File: src/rtl/phws_pkg.sv
// Shared types, widths and constants of the heading PID waypoint stepper.
// Used by every module under rtl/; depends on nothing.
package phws_pkg;

  // Table depth default
  localparam int MAX_WAYPOINTS_DEF = 8;

  // Field and register widths
  localparam int HEAD_W  = 16;
  localparam int ELAP_W  = 16;
  localparam int GAIN_W  = 16;
  localparam int LIM_W   = 15;
  localparam int CNT_W   = 4;
  localparam int SLOT_W  = 3;
  localparam int CFG_IDX_W  = 3;
  localparam int CFG_DATA_W = 16;
  localparam int IN_TDATA_W  = 40;
  localparam int OUT_TDATA_W = 24;

  // Datapath widths
  localparam int ERR_W   = 17;   // target - yaw
  localparam int DIFF_W  = 18;   // err - last_err
  localparam int SUM_W   = 48;   // integral accumulator
  localparam int MUL_A_W = 24;
  localparam int MUL_B_W = 16;
  localparam int PROD_W  = 40;
  localparam int DNUM_W  = 36;   // |diff| * gain_d * 4
  localparam int DDEN_W  = 16;
  localparam int DIV_STEPS = DNUM_W / 2;
  localparam int DCNT_W  = $clog2(DIV_STEPS + 1);
  localparam int ACC_W   = 64;
  localparam int P_SHIFT = 8;
  localparam int I_SHIFT = 18;
  localparam int P_W     = 26;
  localparam int I_W     = 47;
  localparam int D_W     = 37;
  localparam int TOT_W   = 49;

  localparam logic signed [SUM_W-1:0] SUM_MAX = {1'b0, {(SUM_W-1){1'b1}}};
  localparam logic signed [SUM_W-1:0] SUM_MIN = {1'b1, {(SUM_W-1){1'b0}}};

  // Register reset values
  localparam logic [GAIN_W-1:0] GAIN_P_RST   = 16'd307;
  localparam logic [GAIN_W-1:0] GAIN_I_RST   = 16'd26;
  localparam logic [GAIN_W-1:0] GAIN_D_RST   = 16'd77;
  localparam logic [LIM_W-1:0]  DRIVE_LIM_RST = 15'd4096;
  localparam logic [LIM_W-1:0]  ARRIVE_TOL_RST = 15'd41;
  localparam logic [CNT_W-1:0]  WP_COUNT_RST = 4'd3;

  // Configuration register indexes
  typedef enum logic [CFG_IDX_W-1:0] {
    REG_GAIN_P     = 3'd0,
    REG_GAIN_I     = 3'd1,
    REG_GAIN_D     = 3'd2,
    REG_DRIVE_LIM  = 3'd3,
    REG_ARRIVE_TOL = 3'd4,
    REG_WP_COUNT   = 3'd5
  } cfg_reg_t;

  // Operand pair for the shared multiplier
  typedef enum logic [2:0] {
    MUL_DIFF_GD = 3'd0,
    MUL_ERR_EL  = 3'd1,
    MUL_ERR_GP  = 3'd2,
    MUL_SUM_LO  = 3'd3,
    MUL_SUM_HI  = 3'd4
  } mul_sel_t;

  // Controller to datapath
  typedef struct packed {
    logic     table_write;
    logic     capture;
    logic     load_err;
    mul_sel_t mul_sel;
    logic     div_start;
    logic     load_sum;
    logic     load_p;
    logic     load_acc_lo;
    logic     load_acc_hi;
    logic     load_i;
    logic     load_total;
    logic     commit;
  } cmd_t;

  // Datapath to controller
  typedef struct packed {
    logic finished;
    logic div_busy;
    logic out_busy;
  } sts_t;

endpackage

File: src/rtl/phws_ram.sv
// Generic single-write, single-read RAM with registered read data.
// No dependencies beyond phws_pkg for parameter defaults.
module phws_ram #(
  parameter int WIDTH = phws_pkg::HEAD_W,
  parameter int DEPTH = phws_pkg::MAX_WAYPOINTS_DEF,
  localparam int AW = (DEPTH > 1) ? $clog2(DEPTH) : 1
) (
  input  logic             clk,
  input  logic             we,
  input  logic [AW-1:0]    waddr,
  input  logic [WIDTH-1:0] wdata,
  input  logic [AW-1:0]    raddr,
  output logic [WIDTH-1:0] rdata
);

  logic [WIDTH-1:0] mem [DEPTH];

  always_ff @(posedge clk) begin
    if (we) begin
      mem[waddr] <= wdata;
    end
    rdata <= mem[raddr];
  end

endmodule

File: src/rtl/phws_div.sv
// Restoring unsigned divider, two quotient bits per cycle.
// Divides the derivative numerator by elapsed time; uses phws_pkg widths.
module phws_div (
  input  logic                        clk,
  input  logic                        rst,
  input  logic                        start,
  input  logic [phws_pkg::DNUM_W-1:0] num,
  input  logic [phws_pkg::DDEN_W-1:0] den,
  output logic                        busy,
  output logic [phws_pkg::DNUM_W-1:0] quo
);

  logic [phws_pkg::DDEN_W-1:0] rem;
  logic [phws_pkg::DCNT_W-1:0] cnt;
  logic [phws_pkg::DDEN_W:0]   r1, r2;
  logic [phws_pkg::DDEN_W-1:0] rem1, rem2;
  logic                        ge1, ge2;

  // Two dependent compare/subtract steps
  always_comb begin
    r1   = {rem, quo[phws_pkg::DNUM_W-1]};
    ge1  = r1 >= {1'b0, den};
    rem1 = ge1 ? phws_pkg::DDEN_W'(r1 - {1'b0, den}) : phws_pkg::DDEN_W'(r1);
    r2   = {rem1, quo[phws_pkg::DNUM_W-2]};
    ge2  = r2 >= {1'b0, den};
    rem2 = ge2 ? phws_pkg::DDEN_W'(r2 - {1'b0, den}) : phws_pkg::DDEN_W'(r2);
  end

  assign busy = (cnt != '0);

  // Shift register holds dividend, fills with quotient bits
  always_ff @(posedge clk) begin
    if (rst) begin
      cnt <= '0;
    end else if (start) begin
      cnt <= phws_pkg::DCNT_W'(phws_pkg::DIV_STEPS);
    end else if (busy) begin
      cnt <= cnt - 1'b1;
    end
  end

  always_ff @(posedge clk) begin
    if (start) begin
      quo <= num;
      rem <= '0;
    end else if (busy) begin
      quo <= {quo[phws_pkg::DNUM_W-3:0], ge1, ge2};
      rem <= rem2;
    end
  end

endmodule

File: src/rtl/phws_dp.sv
// Datapath: config registers, target table, PID arithmetic, shared multiplier,
// divider and output register. Uses phws_pkg, phws_ram and phws_div.
module phws_dp #(
  parameter int MAX_WAYPOINTS = phws_pkg::MAX_WAYPOINTS_DEF
) (
  input  logic                                   clk,
  input  logic                                   rst,
  // configuration
  input  logic                                   cfg_we,
  input  logic [phws_pkg::CFG_IDX_W-1:0]         cfg_index,
  input  logic [phws_pkg::CFG_DATA_W-1:0]        cfg_wdata,
  // input item fields
  input  logic [phws_pkg::SLOT_W-1:0]            in_slot,
  input  logic signed [phws_pkg::HEAD_W-1:0]     in_heading,
  input  logic [phws_pkg::ELAP_W-1:0]            in_elapsed,
  // control
  input  phws_pkg::cmd_t                         cmd,
  output phws_pkg::sts_t                         sts,
  // result
  output logic                                   out_valid,
  input  logic                                   out_ready,
  output logic signed [phws_pkg::HEAD_W-1:0]     out_drive,
  output logic                                   out_reached,
  output logic [phws_pkg::CNT_W-1:0]             out_wp,
  output logic                                   out_done
);

  localparam int AW = (MAX_WAYPOINTS > 1) ? $clog2(MAX_WAYPOINTS) : 1;
  localparam logic [phws_pkg::CNT_W-1:0] MAX_CNT = (MAX_WAYPOINTS > 15) ?
    {phws_pkg::CNT_W{1'b1}} : phws_pkg::CNT_W'(MAX_WAYPOINTS);

  // Configuration registers
  logic [phws_pkg::GAIN_W-1:0] gain_p, gain_i, gain_d;
  logic [phws_pkg::LIM_W-1:0]  drive_limit, arrive_tol;
  logic [phws_pkg::CNT_W-1:0]  wp_count, cnt_eff;

  always_ff @(posedge clk) begin
    if (rst) begin
      gain_p      <= phws_pkg::GAIN_P_RST;
      gain_i      <= phws_pkg::GAIN_I_RST;
      gain_d      <= phws_pkg::GAIN_D_RST;
      drive_limit <= phws_pkg::DRIVE_LIM_RST;
      arrive_tol  <= phws_pkg::ARRIVE_TOL_RST;
      wp_count    <= phws_pkg::WP_COUNT_RST;
    end else if (cfg_we) begin
      unique case (cfg_index)
        phws_pkg::REG_GAIN_P:     gain_p      <= cfg_wdata;
        phws_pkg::REG_GAIN_I:     gain_i      <= cfg_wdata;
        phws_pkg::REG_GAIN_D:     gain_d      <= cfg_wdata;
        phws_pkg::REG_DRIVE_LIM:  drive_limit <= phws_pkg::LIM_W'(cfg_wdata);
        phws_pkg::REG_ARRIVE_TOL: arrive_tol  <= phws_pkg::LIM_W'(cfg_wdata);
        phws_pkg::REG_WP_COUNT:   wp_count    <= phws_pkg::CNT_W'(cfg_wdata);
        default: ;
      endcase
    end
  end

  assign cnt_eff = (wp_count > MAX_CNT) ? MAX_CNT : wp_count;

  // Tracking state
  logic [phws_pkg::CNT_W-1:0]          cur_slot;
  logic signed [phws_pkg::SUM_W-1:0]   err_sum;
  logic signed [phws_pkg::ERR_W-1:0]   last_err;

  // Target table
  logic [phws_pkg::HEAD_W-1:0] target;
  logic                        slot_ok;

  assign slot_ok = (32'(in_slot) < MAX_WAYPOINTS);

  phws_ram #(
    .WIDTH (phws_pkg::HEAD_W),
    .DEPTH (MAX_WAYPOINTS)
  ) u_table (
    .clk   (clk),
    .we    (cmd.table_write && slot_ok),
    .waddr (AW'(in_slot)),
    .wdata (in_heading),
    .raddr (AW'(cur_slot)),
    .rdata (target)
  );

  // Captured item
  logic signed [phws_pkg::HEAD_W-1:0] yaw;
  logic [phws_pkg::ELAP_W-1:0]        elapsed;
  logic                               fin_mode;

  always_ff @(posedge clk) begin
    if (cmd.capture) begin
      yaw      <= in_heading;
      elapsed  <= in_elapsed;
      fin_mode <= (cur_slot >= cnt_eff);
    end
  end

  // Error and error difference, kept as sign and magnitude
  logic signed [phws_pkg::ERR_W-1:0]  err_c, err;
  logic signed [phws_pkg::DIFF_W-1:0] diff_c;
  logic [phws_pkg::ERR_W-1:0]         err_mag;
  logic [phws_pkg::DIFF_W-1:0]        diff_mag;
  logic                               err_neg, diff_neg;

  assign err_c  = phws_pkg::ERR_W'($signed(target)) - phws_pkg::ERR_W'(yaw);
  assign diff_c = phws_pkg::DIFF_W'(err_c) - phws_pkg::DIFF_W'(last_err);

  always_ff @(posedge clk) begin
    if (cmd.load_err) begin
      err      <= err_c;
      err_neg  <= err_c[phws_pkg::ERR_W-1];
      err_mag  <= err_c[phws_pkg::ERR_W-1] ? phws_pkg::ERR_W'(-err_c)
                                           : phws_pkg::ERR_W'(err_c);
      diff_neg <= diff_c[phws_pkg::DIFF_W-1];
      diff_mag <= diff_c[phws_pkg::DIFF_W-1] ? phws_pkg::DIFF_W'(-diff_c)
                                             : phws_pkg::DIFF_W'(diff_c);
    end
  end

  // Shared unsigned multiplier, product registered every cycle
  logic [phws_pkg::MUL_A_W-1:0] mul_a;
  logic [phws_pkg::MUL_B_W-1:0] mul_b;
  logic [phws_pkg::PROD_W-1:0]  prod;
  logic [phws_pkg::SUM_W-1:0]   sum_mag;

  always_comb begin
    case (cmd.mul_sel)
      phws_pkg::MUL_DIFF_GD: begin
        mul_a = phws_pkg::MUL_A_W'(diff_mag);
        mul_b = gain_d;
      end
      phws_pkg::MUL_ERR_EL: begin
        mul_a = phws_pkg::MUL_A_W'(err_mag);
        mul_b = elapsed;
      end
      phws_pkg::MUL_ERR_GP: begin
        mul_a = phws_pkg::MUL_A_W'(err_mag);
        mul_b = gain_p;
      end
      phws_pkg::MUL_SUM_LO: begin
        mul_a = sum_mag[phws_pkg::MUL_A_W-1:0];
        mul_b = gain_i;
      end
      phws_pkg::MUL_SUM_HI: begin
        mul_a = sum_mag[phws_pkg::SUM_W-1:phws_pkg::MUL_A_W];
        mul_b = gain_i;
      end
      default: begin
        mul_a = '0;
        mul_b = '0;
      end
    endcase
  end

  always_ff @(posedge clk) begin
    prod <= phws_pkg::PROD_W'(mul_a) * phws_pkg::PROD_W'(mul_b);
  end

  // Derivative divider: (|diff| * gain_d * 4) / elapsed
  logic                        div_busy;
  logic [phws_pkg::DNUM_W-1:0] quo;

  phws_div u_div (
    .clk   (clk),
    .rst   (rst),
    .start (cmd.div_start),
    .num   (phws_pkg::DNUM_W'({prod, 2'b00})),
    .den   (elapsed),
    .busy  (div_busy),
    .quo   (quo)
  );

  // Integral update with saturation
  logic signed [phws_pkg::TOT_W-1:0] prod_ext, sum_term, sum_wide;
  logic signed [phws_pkg::SUM_W-1:0] sum_sat, sum_new;

  always_comb begin
    prod_ext = $signed(phws_pkg::TOT_W'(prod));
    sum_term = err_neg ? -prod_ext : prod_ext;
    sum_wide = phws_pkg::TOT_W'(err_sum) + sum_term;
    if (sum_wide[phws_pkg::TOT_W-1] != sum_wide[phws_pkg::TOT_W-2]) begin
      sum_sat = sum_wide[phws_pkg::TOT_W-1] ? phws_pkg::SUM_MIN : phws_pkg::SUM_MAX;
    end else begin
      sum_sat = sum_wide[phws_pkg::SUM_W-1:0];
    end
  end

  // P, I and D terms
  logic signed [phws_pkg::P_W-1:0]   p_val;
  logic signed [phws_pkg::I_W-1:0]   i_val;
  logic signed [phws_pkg::D_W-1:0]   d_c;
  logic signed [phws_pkg::TOT_W-1:0] total;
  logic [phws_pkg::ACC_W-1:0]        acc;
  logic signed [phws_pkg::P_W-1:0]   p_mag;
  logic signed [phws_pkg::I_W-1:0]   i_mag;
  logic signed [phws_pkg::D_W-1:0]   d_mag;

  assign p_mag = $signed(phws_pkg::P_W'(prod >> phws_pkg::P_SHIFT));
  assign i_mag = $signed(phws_pkg::I_W'(acc >> phws_pkg::I_SHIFT));
  assign d_mag = $signed(phws_pkg::D_W'(quo));
  assign d_c   = (elapsed == '0) ? '0 : (diff_neg ? -d_mag : d_mag);

  always_ff @(posedge clk) begin
    if (cmd.load_sum) begin
      sum_new <= sum_sat;
    end
    if (cmd.load_p) begin
      p_val   <= err_neg ? -p_mag : p_mag;
      sum_mag <= sum_new[phws_pkg::SUM_W-1] ? phws_pkg::SUM_W'(-sum_new)
                                            : phws_pkg::SUM_W'(sum_new);
    end
    if (cmd.load_acc_lo) begin
      acc <= phws_pkg::ACC_W'(prod);
    end else if (cmd.load_acc_hi) begin
      acc <= acc + (phws_pkg::ACC_W'(prod) << phws_pkg::MUL_A_W);
    end
    if (cmd.load_i) begin
      i_val <= sum_new[phws_pkg::SUM_W-1] ? -i_mag : i_mag;
    end
    if (cmd.load_total) begin
      total <= phws_pkg::TOT_W'(p_val) + phws_pkg::TOT_W'(i_val) + phws_pkg::TOT_W'(d_c);
    end
  end

  // Clamp and arrival check
  logic signed [phws_pkg::TOT_W-1:0] lim_s, clamped;
  logic                              arrive;
  logic [phws_pkg::CNT_W-1:0]        slot_inc;

  assign lim_s    = $signed(phws_pkg::TOT_W'(drive_limit));
  assign clamped  = (total > lim_s) ? lim_s : ((total < -lim_s) ? -lim_s : total);
  assign arrive   = (err_mag < phws_pkg::ERR_W'(arrive_tol));
  assign slot_inc = cur_slot + 1'b1;

  // Commit: state update and result register
  always_ff @(posedge clk) begin
    if (rst) begin
      cur_slot <= '0;
      err_sum  <= '0;
      last_err <= '0;
    end else if (cmd.commit && !fin_mode) begin
      if (arrive) begin
        cur_slot <= slot_inc;
        err_sum  <= '0;
        last_err <= '0;
      end else begin
        err_sum  <= sum_new;
        last_err <= err;
      end
    end
  end

  always_ff @(posedge clk) begin
    if (rst) begin
      out_valid <= 1'b0;
    end else if (cmd.commit) begin
      out_valid <= 1'b1;
    end else if (out_ready) begin
      out_valid <= 1'b0;
    end
  end

  always_ff @(posedge clk) begin
    if (cmd.commit) begin
      if (fin_mode) begin
        out_drive   <= '0;
        out_reached <= 1'b0;
        out_wp      <= cur_slot;
        out_done    <= 1'b1;
      end else if (arrive) begin
        out_drive   <= '0;
        out_reached <= 1'b1;
        out_wp      <= slot_inc;
        out_done    <= (slot_inc >= cnt_eff);
      end else begin
        out_drive   <= phws_pkg::HEAD_W'(clamped);
        out_reached <= 1'b0;
        out_wp      <= cur_slot;
        out_done    <= (cur_slot >= cnt_eff);
      end
    end
  end

  // Status
  assign sts.finished = (cur_slot >= cnt_eff);
  assign sts.div_busy = div_busy;
  assign sts.out_busy = out_valid && !out_ready;

endmodule

File: src/rtl/phws_ctrl.sv
// Controller state machine: sequences one control step through the datapath.
// Depends on phws_pkg command and status types.
module phws_ctrl (
  input  logic           clk,
  input  logic           rst,
  input  logic           in_valid,
  input  logic           in_action,
  output logic           in_ready,
  output phws_pkg::cmd_t cmd,
  input  phws_pkg::sts_t sts
);

  typedef enum logic [12:0] {
    S_IDLE = 13'b0000000000001,
    S_ERR  = 13'b0000000000010,
    S_MD   = 13'b0000000000100,
    S_ME   = 13'b0000000001000,
    S_SUM  = 13'b0000000010000,
    S_MP   = 13'b0000000100000,
    S_ILO  = 13'b0000001000000,
    S_IHI  = 13'b0000010000000,
    S_IACC = 13'b0000100000000,
    S_IFIN = 13'b0001000000000,
    S_DIVW = 13'b0010000000000,
    S_ADD  = 13'b0100000000000,
    S_FIN  = 13'b1000000000000
  } state_t;

  state_t state, state_next;

  always_ff @(posedge clk) begin
    if (rst) begin
      state <= S_IDLE;
    end else begin
      state <= state_next;
    end
  end

  assign in_ready = (state == S_IDLE);

  // Next state and command strobes
  always_comb begin
    state_next  = state;
    cmd         = '0;
    cmd.mul_sel = phws_pkg::MUL_DIFF_GD;
    unique case (state)
      S_IDLE: begin
        if (in_valid) begin
          if (in_action) begin
            cmd.table_write = 1'b1;
          end else begin
            cmd.capture = 1'b1;
            state_next  = sts.finished ? S_FIN : S_ERR;
          end
        end
      end
      S_ERR: begin
        cmd.load_err = 1'b1;
        state_next   = S_MD;
      end
      S_MD: begin
        cmd.mul_sel = phws_pkg::MUL_DIFF_GD;
        state_next  = S_ME;
      end
      S_ME: begin
        cmd.mul_sel   = phws_pkg::MUL_ERR_EL;
        cmd.div_start = 1'b1;
        state_next    = S_SUM;
      end
      S_SUM: begin
        cmd.load_sum = 1'b1;
        cmd.mul_sel  = phws_pkg::MUL_ERR_GP;
        state_next   = S_MP;
      end
      S_MP: begin
        cmd.load_p = 1'b1;
        state_next = S_ILO;
      end
      S_ILO: begin
        cmd.mul_sel = phws_pkg::MUL_SUM_LO;
        state_next  = S_IHI;
      end
      S_IHI: begin
        cmd.mul_sel     = phws_pkg::MUL_SUM_HI;
        cmd.load_acc_lo = 1'b1;
        state_next      = S_IACC;
      end
      S_IACC: begin
        cmd.load_acc_hi = 1'b1;
        state_next      = S_IFIN;
      end
      S_IFIN: begin
        cmd.load_i = 1'b1;
        state_next = S_DIVW;
      end
      S_DIVW: begin
        if (!sts.div_busy) begin
          state_next = S_ADD;
        end
      end
      S_ADD: begin
        cmd.load_total = 1'b1;
        state_next     = S_FIN;
      end
      S_FIN: begin
        if (!sts.out_busy) begin
          cmd.commit = 1'b1;
          state_next = S_IDLE;
        end
      end
      default: state_next = S_IDLE;
    endcase
  end

endmodule

File: src/rtl/pid_heading_waypoint_stepper_top.sv
// Top level of the heading PID waypoint stepper: stream ports, config port.
// Instantiates phws_ctrl and phws_dp; uses phws_pkg.

// Load items (tuser = 1) write one target heading into the table and give no
// result. A control item (tuser = 0) gives one result. The derivative divider
// sets when it appears: it starts in S_ME, after S_ERR and S_MD, and retires
// two quotient bits a cycle over a 36-bit numerator, while the shared 24x16
// multiplier works out the P and I terms. The next item can be taken in the
// cycle the result appears. A control item that arrives after the last
// waypoint goes from acceptance straight to S_FIN and skips the arithmetic.
// One item is in work at a time. The result register lets the next item be
// taken while a result still waits on the output. A new result is held back
// while the previous one is still waiting. The target table comes out of
// reset unwritten: steer only toward slots already loaded. Config writes
// belong in idle periods only.
module pid_heading_waypoint_stepper_top #(
  parameter int MAX_WAYPOINTS = phws_pkg::MAX_WAYPOINTS_DEF
) (
  input  logic                                clk,
  input  logic                                rst,
  // config write port
  input  logic                                cfg_we,
  input  logic [phws_pkg::CFG_IDX_W-1:0]      cfg_index,
  input  logic [phws_pkg::CFG_DATA_W-1:0]     cfg_wdata,
  // input stream
  input  logic                                s_axis_tvalid,
  output logic                                s_axis_tready,
  input  logic [phws_pkg::IN_TDATA_W-1:0]     s_axis_tdata,  // slot[2:0], heading[18:3], elapsed[34:19]
  input  logic                                s_axis_tuser,  // action: 0 control step, 1 load
  // result stream
  output logic                                m_axis_tvalid,
  input  logic                                m_axis_tready,
  output logic [phws_pkg::OUT_TDATA_W-1:0]    m_axis_tdata   // drive[15:0], reached[16],
                                                             // waypoint_number[20:17], all_done[21]
);

  phws_pkg::cmd_t cmd;
  phws_pkg::sts_t sts;

  logic signed [phws_pkg::HEAD_W-1:0] out_drive;
  logic                               out_reached;
  logic [phws_pkg::CNT_W-1:0]         out_wp;
  logic                               out_done;

  phws_ctrl u_ctrl (
    .clk       (clk),
    .rst       (rst),
    .in_valid  (s_axis_tvalid),
    .in_action (s_axis_tuser),
    .in_ready  (s_axis_tready),
    .cmd       (cmd),
    .sts       (sts)
  );

  phws_dp #(
    .MAX_WAYPOINTS (MAX_WAYPOINTS)
  ) u_dp (
    .clk         (clk),
    .rst         (rst),
    .cfg_we      (cfg_we),
    .cfg_index   (cfg_index),
    .cfg_wdata   (cfg_wdata),
    .in_slot     (s_axis_tdata[2:0]),
    .in_heading  ($signed(s_axis_tdata[18:3])),
    .in_elapsed  (s_axis_tdata[34:19]),
    .cmd         (cmd),
    .sts         (sts),
    .out_valid   (m_axis_tvalid),
    .out_ready   (m_axis_tready),
    .out_drive   (out_drive),
    .out_reached (out_reached),
    .out_wp      (out_wp),
    .out_done    (out_done)
  );

  assign m_axis_tdata = {2'b00, out_done, out_wp, out_reached, out_drive};

  // One control step at a time: no new transaction right after one is taken
  assert property (@(posedge clk) disable iff (rst)
    s_axis_tvalid && s_axis_tready && !s_axis_tuser |=> !s_axis_tready)
    else $error("input taken while a control step is in work");

  // Arrival or finish always reports zero drive
  assert property (@(posedge clk) disable iff (rst)
    m_axis_tvalid && (m_axis_tdata[16] || m_axis_tdata[21]) |-> m_axis_tdata[15:0] == '0)
    else $error("nonzero drive on arrival or finish");

  // An arrival has advanced past at least one waypoint
  assert property (@(posedge clk) disable iff (rst)
    m_axis_tvalid && m_axis_tdata[16] |-> m_axis_tdata[20:17] != '0)
    else $error("arrival reported without advancing");

endmodule
File: config.mk
export PLATFORM = sky130hd
export DESIGN_NAME = pid_heading_waypoint_stepper_top
export DESIGN_NICKNAME = d
export VERILOG_FILES = /design/src/rtl/phws_pkg.sv /design/src/rtl/phws_ram.sv /design/src/rtl/phws_div.sv /design/src/rtl/phws_dp.sv /design/src/rtl/phws_ctrl.sv /design/src/rtl/pid_heading_waypoint_stepper_top.sv
export SDC_FILE = /design/constraint.sdc
export NUM_CORES = 2
export LEC_CHECK = 0
export BUFFER_PORTS_ARGS = -buffer_cell sky130_fd_sc_hd__buf_2
export CAP_MARGIN = 10
export CORE_MARGIN = 2
export CORE_UTILIZATION = 55
export CTS_CLUSTER_DIAMETER = 40
export DETAILED_ROUTE_END_ITERATION = 10
export PLACE_DENSITY = 0.71
export REMOVE_ABC_BUFFERS = 1
export SLEW_MARGIN = 20
export SYNTH_ARGS = -nofsm -noshare
export SYNTH_HDL_FRONTEND = slang
export SYNTH_SLANG_ARGS = --single-unit
File: constraint.sdc
create_clock -name clk -period 12.1 [get_ports clk]
set_clock_uncertainty 0.05 [all_clocks]
set_input_delay 1.21 -clock clk [delete_from_list [all_inputs] [get_ports clk]]
set_output_delay 1.21 -clock clk [all_outputs]
set_load 0.005 [all_outputs]
Yosys cells after proc, flatten, opt, wreduce, memory -nomap -nowiden
Memory sizes are Yosys's and may differ from the RTL's. A register that Yosys moved wholly into a read port is not among the register bits.
Index checks and enable logic that the tools add are counted.
{"block": "word_totals", "input_bits": 65, "out_inout_bits": 26, "ramBits": 128, "ff_bits": 653, "n_memories": 1}
{"memory": "u_dp.u_table.mem", "words": 8, "word_bits": 16, "read_ports": 1, "rd_ports_with_merged_regs": 1, "wr": 1, "line": "phws_ram.sv:16", "text": "logic [WIDTH-1:0] mem [DEPTH];"}
{"block": "classes", "reduce_logical": 23, "mul": 1, "n_mux": 54, "order_cmp": 8, "n_eq_ne": 27, "n_addsub": 18}
{"operator": "case mux 13 bit (13 select lines)", "count": 1}
{"operator": "2-to-1 mux 48 bit", "count": 3}
{"operator": "case mux 24 bit (4 select lines)", "count": 1}
{"operator": "2-to-1 mux 40 bit", "count": 2}
{"operator": "2-to-1 mux 37 bit", "count": 2}
{"operator": "2-to-1 mux 36 bit", "count": 2}
{"operator": "2-to-1 mux 13 bit", "count": 5}
{"operator": "adder 64 bit", "count": 1}
{"operator": "2-to-1 mux 16 bit", "count": 4}
{"operator": "case mux 16 bit (4 select lines)", "count": 1}
{"operator": "adder 48 x 37 -> 49 bit", "count": 1}
{"operator": "adder 48 x 49 -> 49 bit", "count": 1}
{"operator": "greater-than comparator 49 x 16 -> 1 bit", "count": 1}
{"operator": "< comparator 49 bit", "count": 1}
{"operator": "2-to-1 mux 49 bit", "count": 1}
{"operator": "negation 15 -> 49 bit", "count": 1}
{"operator": "negation 40 -> 49 bit", "count": 1}
{"operator": "adder 26 x 47 -> 48 bit", "count": 1}
{"operator": "negation 48 bit", "count": 1}
{"operator": "2-to-1 mux 47 bit", "count": 1}
{"operator": "negation 46 -> 47 bit", "count": 1}
{"operator": "2-to-1 mux 46 bit", "count": 1}
{"operator": "multiplier 24 x 16 -> 40 bit", "count": 1}
{"operator": "negation 36 -> 37 bit", "count": 1}
{"operator": "48 further kinds", "count": 95}

Depth between registers and ports, before layout
{"block": "logic_depth", "depth_word": 7, "ltp_mapped": 34, "mapped_depth_nobuf": 32}

Modules after synthesis
Synthesis repeated with hierarchy kept, for this count alone.
{"block": "hier_totals", "hier_cells": 6073, "area_unflattened_um2": 58984.1}
{"mod": "phws_dp", "n_inst": 1, "area_each_um2": 48422.7, "seq_area_each_um2": 14744.1, "cells_per_inst": 5304}
{"mod": "phws_ram", "n_inst": 1, "area_each_um2": 5293.8, "seq_area_each_um2": 4164.0, "cells_per_inst": 214}
{"mod": "phws_div", "n_inst": 1, "area_each_um2": 4367.9, "seq_area_each_um2": 1501.4, "cells_per_inst": 451}
{"mod": "phws_ctrl", "n_inst": 1, "area_each_um2": 865.8, "seq_area_each_um2": 260.2, "cells_per_inst": 99}
{"mod": "pid_heading_waypoint_stepper_top", "n_inst": 1, "area_each_um2": 33.8, "seq_area_each_um2": 0.0, "cells_per_inst": 5}

Worst setup path before layout
Ideal clock, no wire load.
{"block": "synth_path", "kind": "register -> register", "from": "reg u_ctrl.state[0]", "to": "reg u_dp.prod[33] in the netlist's numbering", "path_stages_with_launch": 32, "slack_ns": 2.730, "setup_time_ns": 0.106, "path_buffers": 2, "synth_period_minus_slack_ns": 9.370, "t_arrival_ns": 9.214, "path_cell_list": "dfxtp_1 nor3_1 nand3_1 or3_1 nor3b_1 clkbuf_1 a22oi_1 nand2_1 clkbuf_1 nand2_1 fa_1 inv_1 fa_1 inv_1 fa_1 inv_1 fa_1 fa_1 inv_1 fa_1 inv_1 ha_1 and3_1 a221oi_1 nand3b_1 a21oi_1 nor2_1 a31oi_1 a21boi_0 o21ai_0 or4b_2 o311ai_0"}
{"block": "synth_between", "elab_chain_len": 6}
{"element": "start: declaration", "line": "phws_ctrl.sv:29", "text": "state_t state, state_next;"}
{"element": "start signal: assignment", "line": "phws_ctrl.sv:35", "text": "state <= state_next;"}
{"element": "equality test 13 x 8 -> 1 bit, or another cell as far along", "line": "phws_ctrl.sv:46", "text": "unique case (state)"}
{"element": "case mux 3 bit (4 select lines) *", "line": "phws_ctrl.sv:46"}
{"element": "equality test 3 x 1 -> 1 bit, or another cell as far along", "line": "phws_dp.sv:125", "text": "case (cmd.mul_sel)"}
{"element": "OR reduction 2 bit (no line)"}
{"element": "case mux 24 bit (4 select lines) / case mux 16 bit (4 select lines) (equally long branches)", "line": "phws_dp.sv:125"}
{"element": "multiplier 24 x 16 -> 40 bit *", "line": "phws_dp.sv:154", "text": "prod <= phws_pkg::PROD_W'(mul_a) * phws_pkg::PROD_W'(mul_b);"}
{"element": "end signal: assignment", "line": "phws_dp.sv:154"}
{"element": "end: declaration", "line": "phws_dp.sv:121", "text": "logic [phws_pkg::PROD_W-1:0] prod;"}
Mark *: on every way between the ends. The rest lies on a longest branch, timed or not.
A chain may end at the register's enable or synchronous reset.

Worst setup path after layout
{"block": "layout_path", "from": "reg u_ctrl.state[2]", "to": "reg u_dp.prod[37] in the netlist's numbering"}
Same word-level chain as after synthesis.

==> impl_results.md <==
* Antenna violations before repair at 7
* Commonest cells after routing, fill and taps aside: 796 x nand2_1, 532 x inv_1, 509 x edfxtp_1
* Outcome: finished, final reports clean
* Vias in the first global route at around 45000
* Average wire per standard cell at ~21 um
* Share of flip-flops with an asynchronous set or reset at 0%
* Final instance area at 0.0638 mm2
* Layout net count at just under 7000
* Static Leak at about 26 nW
* Post-detail-place hpwl at between 100000 and 150000 um
* Largest net degree at the start of global routing at between 100 and 150
* Placed cell area at ~0.06 mm2
* Sequential element share of the synthesized area at between 30% and 40%
* Critical path's top delay family: adder cells
* Arr. time, crit path at roughly 11 ns
* Clock Pin Slew Worst Setup and Hold Paths at 0.06 ns
* H-tree levels at 3
* GRT overflow at 0
* Via count at ~45000
* Setup crit end kind: flop
* WP depth at 27
* Cell Pwr Density at between 150 and 200 mW/mm2
* Final setup fails at 0
* Reg2reg end: u_dp.prod[37]$_DFF_P_
* Hold_sp: u_dp.last_err[12]$_SDFFE_PP0P_
* Commonest non-fill, non-tap cell in the layout: nand2_1
* Setup tns final at 0 ns
* Syn-to-layout area delta at 10.3%
* Post-cts sizing count at 0
* RSZ-0062 raised after global routing: no
* Core area at around 0.10 mm2
* Worst Hold Endpoint: u_dp.last_err[12]$_SDFFE_PP0P_
* Die Span X at around 330 um
* First-pass GRT wire length at roughly 250000 um
* Top_reg_cell synth: edfxtp_1
* Worst setup SP type: flop
* DRC viols at 0
* Synthesized instance count at 6006
* Hold-fix buffer count after cts at 0
* Area of the multi-input gates at around 0.034 mm2
* Synthesized area per cell at 9.63 um2
* Clk sinks at between 700 and 800
* Die Y at about 330 um
* Tightest Hold Check Type: reg2reg
* GP Congestion at roughly 0.95
* # rows at roughly 120
* CP required at approximately 13 ns
* Worst r2r src: u_ctrl.state[2]$_SDFFE_PP0P_
* Count of unique library cells instantiated by Yosys at 87
* CTS max path bufs at 3
* Post-synth EDFFs at 509
* Tcrit/Tclk final at between 80% and 90%
* CP peak stage delay at roughly 0.69 ns
* IO buf count at slightly above 80
* Via-to-Cell Ratio at a little over 6
* Max-slew violation count at 0
* Num ports at 91
* Root Buffer: clkbuf_16
* Post CTS Setup Buffer Count at 0
* Reg2Reg Setup Slack at 1.96 ns
* Most common cell on crit path: fa_1
* Slew margin rel. at 25.2%
* CP Class: reg2reg
* Synthesized area at 0.0579 mm2
* Gr usage total at between 20% and 30%
* Register-to-Register Path Depth at 27
* Routed WL at 161000 um
* Yosys warnings at 0
* Peak supply drop at between 0.00015 and 0.0002 V
* CP Buf/Inv Count at 4
* Share of layout cells above drive strength 1 at under 10%
* Least-Margin Pin Slew at 1.12 ns
* Cts bufs inserted at 118
* Endpoints failing hold at 0
* CTS tree: built
* Crit path max fanout at 31
* DRT Pass-1 Iters at 6
* Crit path time final at 10.14 ns
* Max Clk Rate at slightly below 0.1 GHz
* Maxcap violations at 0
* #FFs+latches synth at 777
* Reg area at between 0.02 and 0.025 mm2
* Fill count at 8588
* Initial drt markers at roughly 3800
* Clk Latency, worst-skew pair at between 0.7 and 0.8 ns
* Initial Util at between 50 and 60%
* Die area at ~0.11 mm2
* Hold path cells at 2
* Worst path slowest cell: inv_2
* Antenna viol nets, final at 0
power by group:
| part | leakage (nW) | switching (mW) | internal, mW |
|---|---|---|---|
| sequential | 6.82 | 0.290 | 3.21 |
| combinational | 17.4 | 2.65 | 1.88 |
| clock | 1.98 | 1.35 | 2.08 |
| total | 26.2 | 4.30 | 7.16 |
Yosys cell counts, types with 19 or more instances:
master	number	share of area, %
a211oi_1	32	0.42
a21boi_0	20	0.26
a21o_1	116	1.5
a21oi_1	408	3.5
a221o_1	19	0.33
a22o_1	24	0.36
a22oi_1	43	0.56
a31oi_1	25	0.27
and2_1	35	0.38
and3_1	44	0.48
clkbuf_1	246	1.6
dfxtp_1	268	9.3
edfxtp_1	509	26
fa_1	360	12
ha_1	408	8.8
inv_1	535	3.5
mux2_2	25	0.49
mux2i_1	21	0.36
mux4_2	32	1.2
nand2_1	798	5.2
nand2b_1	37	0.40
nand3_1	179	1.5
nand3b_1	24	0.31
nand4_1	37	0.40
nor2_1	359	2.3
nor2b_1	43	0.46
nor3_1	82	0.71
nor4_1	49	0.53
o211ai_1	31	0.40
o21a_1	44	0.57
o21ai_0	275	2.4
o21bai_1	23	0.30
o31ai_1	68	0.88
o41ai_1	30	0.45
or2_2	22	0.24
or3_1	53	0.57
or4_1	29	0.38
xnor2_1	311	4.7
xor2_1	131	2.0
per-stage QoR:
step                      util [%]  hold slack [ns]  setup WS, ns  total power, mW  cells
after global routing          61.4            0.419          1.44             12.1   7504
after CTS                     61.4            0.403          2.06             11.4   7500
after detailed placement      57.5            0.397          2.10             8.00   7275
after global placement        57.5            0.388          2.18             7.89   7275
final                         61.4            0.401          1.96             11.5   7504
after floorplan                  -            0.376         -1.80             6.83   5741
layer usage:
metal	track usage, %	routed length (um)	vias to the layer above
met2	48.4	74700	1783
li1	-	-	21100
met1	39.6	66400	22200
met3	4.58	11900	398
met5	0	40	-
met4	14.0	8160	6
how the worst max path moves through the flow:
stage                                 start               endpoint  slack [ns]
2_1_floorplan  u_ctrl.state[0]$_SDFFE_PP1P_  u_dp.prod[33]$_DFF_P_       -1.80
3_3_place_gp   u_ctrl.state[0]$_SDFFE_PP1P_  u_dp.prod[37]$_DFF_P_        2.18
3_5_place_dp   u_ctrl.state[0]$_SDFFE_PP1P_  u_dp.prod[37]$_DFF_P_        2.10
4_1_cts        u_ctrl.state[2]$_SDFFE_PP0P_  u_dp.prod[37]$_DFF_P_        2.06
5_1_grt        u_ctrl.state[2]$_SDFFE_PP0P_  u_dp.prod[37]$_DFF_P_        1.44
6_report       u_ctrl.state[2]$_SDFFE_PP0P_  u_dp.prod[37]$_DFF_P_        1.96
cells by family after synthesis:
group / share of synthesized area [%]
muxes: 2.10
buffers and inverters: 5.23
AOI/OAI and AO/OA: 13.9
DFF: 35.7
other: 0.00648
xor gates and xnor gates: 6.69
adders and majority gates: 21.4
and+or+nand+nor: 15.0
worst register-to-register path, stage by stage (launching register included):
cell and delay (ns):
dfxtp_1 0.36, nor3_1 0.61, nand4b_1 0.54, inv_2 0.69, or2_2 0.52, a22o_1 0.25
a221o_1 0.68, nand2_1 0.20, fa_1 0.56, fa_1 0.43, fa_1 0.53, inv_1 0.05
fa_1 0.47, fa_1 0.54, inv_1 0.05, fa_1 0.53, inv_1 0.04, ha_1 0.34
and3_1 0.22, a221oi_1 0.33, nand3b_1 0.12, a21oi_1 0.29, nor2_1 0.16, a311oi_1 0.60
nor2_1 0.14, o31ai_1 0.31, a21oi_1 0.11, o31a_1 0.24
state kept, by name, indices dropped and copies added, names as in the netlist, 16 cells and up:
register            flops
u_dp.acc               46
u_dp.diff_mag          18
u_dp.elapsed           16
u_dp.err_mag           17
u_dp.err_sum           48
u_dp.gain_d            16
u_dp.gain_i            16
u_dp.gain_p            16
u_dp.i_val             47
u_dp.last_err          17
u_dp.out_drive         16
u_dp.p_val             26
u_dp.prod              40
u_dp.sum_mag           48
u_dp.sum_new           48
u_dp.total             49
u_dp.u_div.quo         36
u_dp.u_div.rem         16
u_dp.u_table.mem      128
u_dp.u_table.rdata     16
u_dp.yaw               16
layout make-up:
| class | count | share of cell area [%] |
|---|---|---|
| well taps | 1380 | 2.70 |
| clock inverters | 82 | 1.33 |
| diodes | 1 | 0.00392 |
| repair buffers | 157 | 1.59 |
| inverters | 536 | 3.15 |
| clock buffers | 143 | 5.03 |
| flip-flops and latches | 777 | 32.3 |
| multi-input cells | 4428 | 53.8 |
Note: power is estimated with default switching activity, not from simulation.
